**src/rtl/core/pfde_pkg.sv**
```systemverilog
package pfde_pkg;

  localparam int unsigned ScreenWidth  = 128;
  localparam int unsigned ScreenHeight = 64;
  localparam int unsigned PageCount    = ScreenHeight / 8;
  localparam int unsigned StoreSize    = (PageCount + 1) * ScreenWidth;
  localparam int unsigned AddrW        = $clog2(StoreSize);
  localparam int unsigned ColW         = $clog2(ScreenWidth);
  localparam int unsigned PageW        = $clog2(PageCount + 1);

  localparam logic [2:0] OpFill   = 3'd0;
  localparam logic [2:0] OpClear  = 3'd1;
  localparam logic [2:0] OpBlitSt = 3'd2;
  localparam logic [2:0] OpBlitDt = 3'd3;
  localparam logic [2:0] OpConv   = 3'd4;
  localparam logic [2:0] OpRead   = 3'd5;

  localparam logic [1:0] StDone   = 2'd0;
  localparam logic [1:0] StReject = 2'd1;
  localparam logic [1:0] StIgnore = 2'd2;

  typedef enum logic [2:0] {
    S_INIT,
    S_IDLE,
    S_RD,
    S_WR,
    S_RD2,
    S_WR2,
    S_OUT
  } state_e;

  // memory job kinds set by the datapath when an item is loaded
  typedef enum logic [1:0] {
    J_NONE,
    J_FILL,
    J_CONV,
    J_BLIT
  } job_e;

  typedef struct packed {
    logic init;      // clear one store byte after reset
    logic load;      // capture item, decode
    logic rd;        // issue memory read at current address
    logic wr;        // write merged data
    logic step;      // advance walk
    logic second;    // work on second (lower) blit page
    logic out_load;  // register result
  } cmd_t;

  typedef struct packed {
    job_e job;
    logic walk_last; // last byte of fill/convert walk
    logic has_second;
    logic init_last; // last byte of the clearing pass
  } stat_t;

endpackage

```
**src/rtl/core/pfde_ctrl.sv**
```systemverilog
module pfde_ctrl (
  input  logic           clk_i,
  input  logic           rst_ni,
  input  logic           in_valid_i,
  output logic           in_ready_o,
  input  logic           out_busy_i,
  input  pfde_pkg::stat_t stat_i,
  output pfde_pkg::cmd_t  cmd_o
);

  pfde_pkg::state_e state_q, state_d;

  always_ff @(posedge clk_i or negedge rst_ni) begin
    if (!rst_ni) begin
      state_q <= pfde_pkg::S_INIT;
    end else begin
      state_q <= state_d;
    end
  end

  always_comb begin
    state_d = state_q;
    unique case (state_q)
      pfde_pkg::S_INIT: if (stat_i.init_last) state_d = pfde_pkg::S_IDLE;
      pfde_pkg::S_IDLE: if (in_valid_i) state_d = pfde_pkg::S_RD;
      pfde_pkg::S_RD: begin
        unique case (stat_i.job)
          pfde_pkg::J_NONE: state_d = pfde_pkg::S_OUT;
          default:          state_d = pfde_pkg::S_WR;
        endcase
      end
      pfde_pkg::S_WR: begin
        if (stat_i.job == pfde_pkg::J_BLIT) begin
          state_d = stat_i.has_second ? pfde_pkg::S_RD2 : pfde_pkg::S_OUT;
        end else if (stat_i.walk_last) begin
          state_d = pfde_pkg::S_OUT;
        end else begin
          state_d = pfde_pkg::S_RD;
        end
      end
      pfde_pkg::S_RD2: state_d = pfde_pkg::S_WR2;
      pfde_pkg::S_WR2: state_d = pfde_pkg::S_OUT;
      pfde_pkg::S_OUT: if (!out_busy_i) state_d = pfde_pkg::S_IDLE;
      default: state_d = pfde_pkg::S_IDLE;
    endcase
  end

  always_comb begin
    cmd_o      = '0;
    in_ready_o = 1'b0;
    unique case (state_q)
      pfde_pkg::S_INIT: cmd_o.init = 1'b1;
      pfde_pkg::S_IDLE: begin
        in_ready_o = 1'b1;
        cmd_o.load = in_valid_i;
      end
      pfde_pkg::S_RD:  cmd_o.rd = 1'b1;
      pfde_pkg::S_WR: begin
        cmd_o.wr   = 1'b1;
        // a two-page blit byte advances after its lower page
        cmd_o.step = !(stat_i.job == pfde_pkg::J_BLIT && stat_i.has_second);
      end
      pfde_pkg::S_RD2: begin
        cmd_o.rd     = 1'b1;
        cmd_o.second = 1'b1;
      end
      pfde_pkg::S_WR2: begin
        cmd_o.wr     = 1'b1;
        cmd_o.second = 1'b1;
        cmd_o.step   = 1'b1;
      end
      pfde_pkg::S_OUT: cmd_o.out_load = !out_busy_i;
      default: ;
    endcase
  end

endmodule

```
**config.mk**
```make
export PLATFORM = sky130hd
export DESIGN_NAME = pfde_ctrl
export DESIGN_NICKNAME = d
export VERILOG_FILES = /design/src/rtl/core/pfde_pkg.sv /design/src/rtl/core/pfde_ctrl.sv
export SDC_FILE = /design/constraint.sdc
export NUM_CORES = 1
export LEC_CHECK = 0
export ABC_CLOCK_PERIOD_IN_PS = 1200
export BUFFER_PORTS_ARGS = -buffer_cell sky130_fd_sc_hd__buf_2
export CORE_AREA = 5 5 42 44
export CTS_BUF_LIST = sky130_fd_sc_hd__clkbuf_16
export DETAILED_ROUTE_END_ITERATION = 16
export DIE_AREA = 0 0 47 49
export SLEW_MARGIN = 20
export SYNTH_ARGS = -nofsm -noshare
export SYNTH_HDL_FRONTEND = slang
export SYNTH_SLANG_ARGS = --single-unit
```
**constraint.sdc**
```tcl
create_clock -name clk_i -period 1.2 [get_ports clk_i]
set_clock_uncertainty 0.2 [all_clocks]
set_input_delay 0.18 -clock clk_i [delete_from_list [all_inputs] [get_ports clk_i]]
set_output_delay 0.18 -clock clk_i [all_outputs]
set_load 0.1 [all_outputs]
```
==> qor.yml <==
cts-htree-levels: 1
diodes: 0
finalSetupViolCount: 11
synthMuxAreaShare_pct: 4.825
reg2reg_depth: 4
worstPathRequired_ns: 0.82
worst-path-max-fanout: 6
cts_buffer_depth: 2
synth_compound_area_share_pct: 28.51
gp_congestion: 0.8572
dp.final_hpwl_um: 765.3
cts_sinks: 3
track_usage_pct: 10.67
start_kind: "flop"
dr.pass1.iters: 1
cts-buffers-inserted: 3
portBuffers: 16
drv_slew: 0
fin_crit_sh_pct: 139.8
slowest_delay_ns: 0.45
die_w_um: 47
synth_seq_cells: 3
largest_reg_flops: 3
grt_overflow: 0
critical-path-slowest-cell: "dfrtp_2"
top_register: "state_q"
placed_cells: 79
clk_pin_slew_ns: 0.03
crit_arrival_ns: 1.30
synthCells: 36
num_vias: 399
drv_cap: 0
grt_pass1_vias: 434
violations: "setup timing"
worstReg2RegStart: "state_q[0]"
drc: 0
cp-end-kind: "output port"
grt_max_degree: 9
rsz0062_at_grt: "true"
finalNonFillerCells: 88
vias_per_cell: 4.534
yosys.area_share.adder_pct: 0
syn2layout_area_growth_pct: 208.3
rrSetupSlack_ns: -0.29
worst_slew_pin_slew_ns: 0.2266
start_util_pct: 20.36
top_regs: "state_q (3)"
dr.first_iter.drc_count: 0
worst-setup-path-type: "flop to output port"
synth_top_family_by_area: "compound AO/OA/AOI/OAI gates"
ys_types: 23
setup_slack_ns: -0.4770
slew_headroom_pct: 84.75
wl_per_cell_um: 11.93
clkLatencyLatePin_ns: 0.22
yosysSeqAreaShare_pct: 26.32
run_status: "finished with violations"
fmax_mhz: 596.3
yosys.area_share.simple_pct: 27.19
num_rows: 14
fin_crit_ns: 1.677
drive_above_1_share_pct: 80.56
ys_warn_count: 0
synth.avg_cell_area_um2: 7.924
cp_cell_sequence: "nor2_1 > and3_4 > buf_12"
ios: 17
antenna_found_initial: 0
die_area_um2: 2303
grt_pass1_wl_um: 1869
fp.coreArea_um2: 1401
drt-total-wl_um: 1050
drt.antenna.violating_nets: 0
cts_root_buffer: "clkbuf_16"
syn-num-nets: 45
syn_area_um2: 285.3
cts_tree: "yes"
dieHeight_um: 49
hold_path.class: "input port to async pin"
nets: 82
synth_xor_area_share_pct: 3.070
hold_viol_final: 0
reg2reg_to: "state_q[0]"
-- synth_stat cells --
cell	number	area share (%)
dfrtp_1	3	26
buf_2	2	3.5
a21oi_1	2	3.5
mux2i_2	1	4.8
nor2b_1	1	2.2
o221ai_1	1	3.1
xnor2_1	1	3.1
buf_6	1	3.9
and3_2	1	2.6
a211oi_1	1	2.6
o21ai_0	2	3.5
nand2b_2	1	3.1
o21bai_2	1	3.9
a2bb2oi_1	1	3.1
nand2_1	3	3.9
nor3_1	3	5.3
a41o_1	1	3.5
nor4_1	1	2.2
a211o_1	1	3.1
nor2_1	4	5.3
nand3b_1	1	2.6
a31oi_1	1	2.2
inv_1	2	2.6
-- layout make-up --
cell class	count	area, um^2
fill	116	521.8
tap	16	20.02
clock buffer	3	75.07
inverter	2	7.507
multi-input combinational	28	314.1
sequential	3	78.83
timing repair buffer	35	380.4
clock inverter	1	3.754
-- metal layers --
| metal | vias up | wire length, um | share of wire (%) | GRT usage, % |
|---|---|---|---|---|
| met1 | 180 | 398 | 38 | 14.00 |
| met2 | 14 | 575 | 55 | 15.84 |
| met3 | 0 | 75 | 7.1 | 5.535 |
| met5 | - | 0 | 0 | 0 |
| met4 | 0 | 0 | 0 | 1.382 |
| li1 | 205 | - | - | - |
-- cells by family (layout without fill, tap and decap cells) --
| logic type | Yosys count | in the layout |
|---|---|---|
| AO/OA/AOI/OAI | 11 | 11 |
| XOR/XNOR | 1 | 1 |
| buffers and inverters | 5 | 41 |
| flip-flops | 3 | 3 |
| multiplexers | 1 | 1 |
| AND/OR/NAND/NOR | 15 | 15 |
-- through the flow --
| step | area (um^2) | utilization [%] | setup WS (ns) | hold slack [ns] | setup TNS, ns |
|---|---|---|---|---|---|
| 4_1_cts | 850.8 | 60.71 | -0.4619 | 0.08069 | -3.889 |
| 3_3_place_gp | 660.6 | 47.14 | -0.3251 | -0.2243 | -2.811 |
| 5_1_grt | 879.6 | 62.77 | -0.5357 | 0.09290 | -4.522 |
| 3_5_place_dp | 660.6 | 47.14 | -0.3232 | -0.2217 | -2.860 |
| 6_report | 879.6 | 62.77 | -0.4770 | 0.07501 | -3.913 |
| 2_1_floorplan | 362.8 | - | -0.8090 | -0.3156 | -4.178 |
-- worst max-delay path: cells and delay by family (launching register included) --
kind | cells | cell delay (ns)
DFF | 1 | 0.45
and+or+nand+nor | 2 | 0.46
buffers and inverters | 1 | 0.17
-- what timing repair did --
action	in CTS	in global routing
pin swaps	2	2
setup endpoints to repair	11	11
endpoints found under the hold margin	3	0
hold buffers	1	0
resized for setup	15	7
buffers inserted	4	2
-- layout by cell type, fill, tap and decap left out, drive strengths merged, types with 2 or more instances in the layout --
master and instances:
a21oi 2, buf 34, clkbuf 3, dfrtp 3, inv 3, nand2 3
nor2 4, nor3 3, o21ai 2
-- worst max-delay path by stage --
stage,start,endpoint,slack [ns],cells after the start
CTS,state_q[2],cmd_o[2],-0.46,5
global placement,state_q[0],cmd_o[3],-0.33,4
detailed placement,state_q[0],cmd_o[3],-0.32,4
floorplan,state_q[2],cmd_o[2],-0.81,4
finish,state_q[1],cmd_o[5],-0.48,3
global route,state_q[1],cmd_o[5],-0.54,3
Power is not shown: default switching activity piles up to over one toggle a cycle in this logic, so the estimate is an artifact.
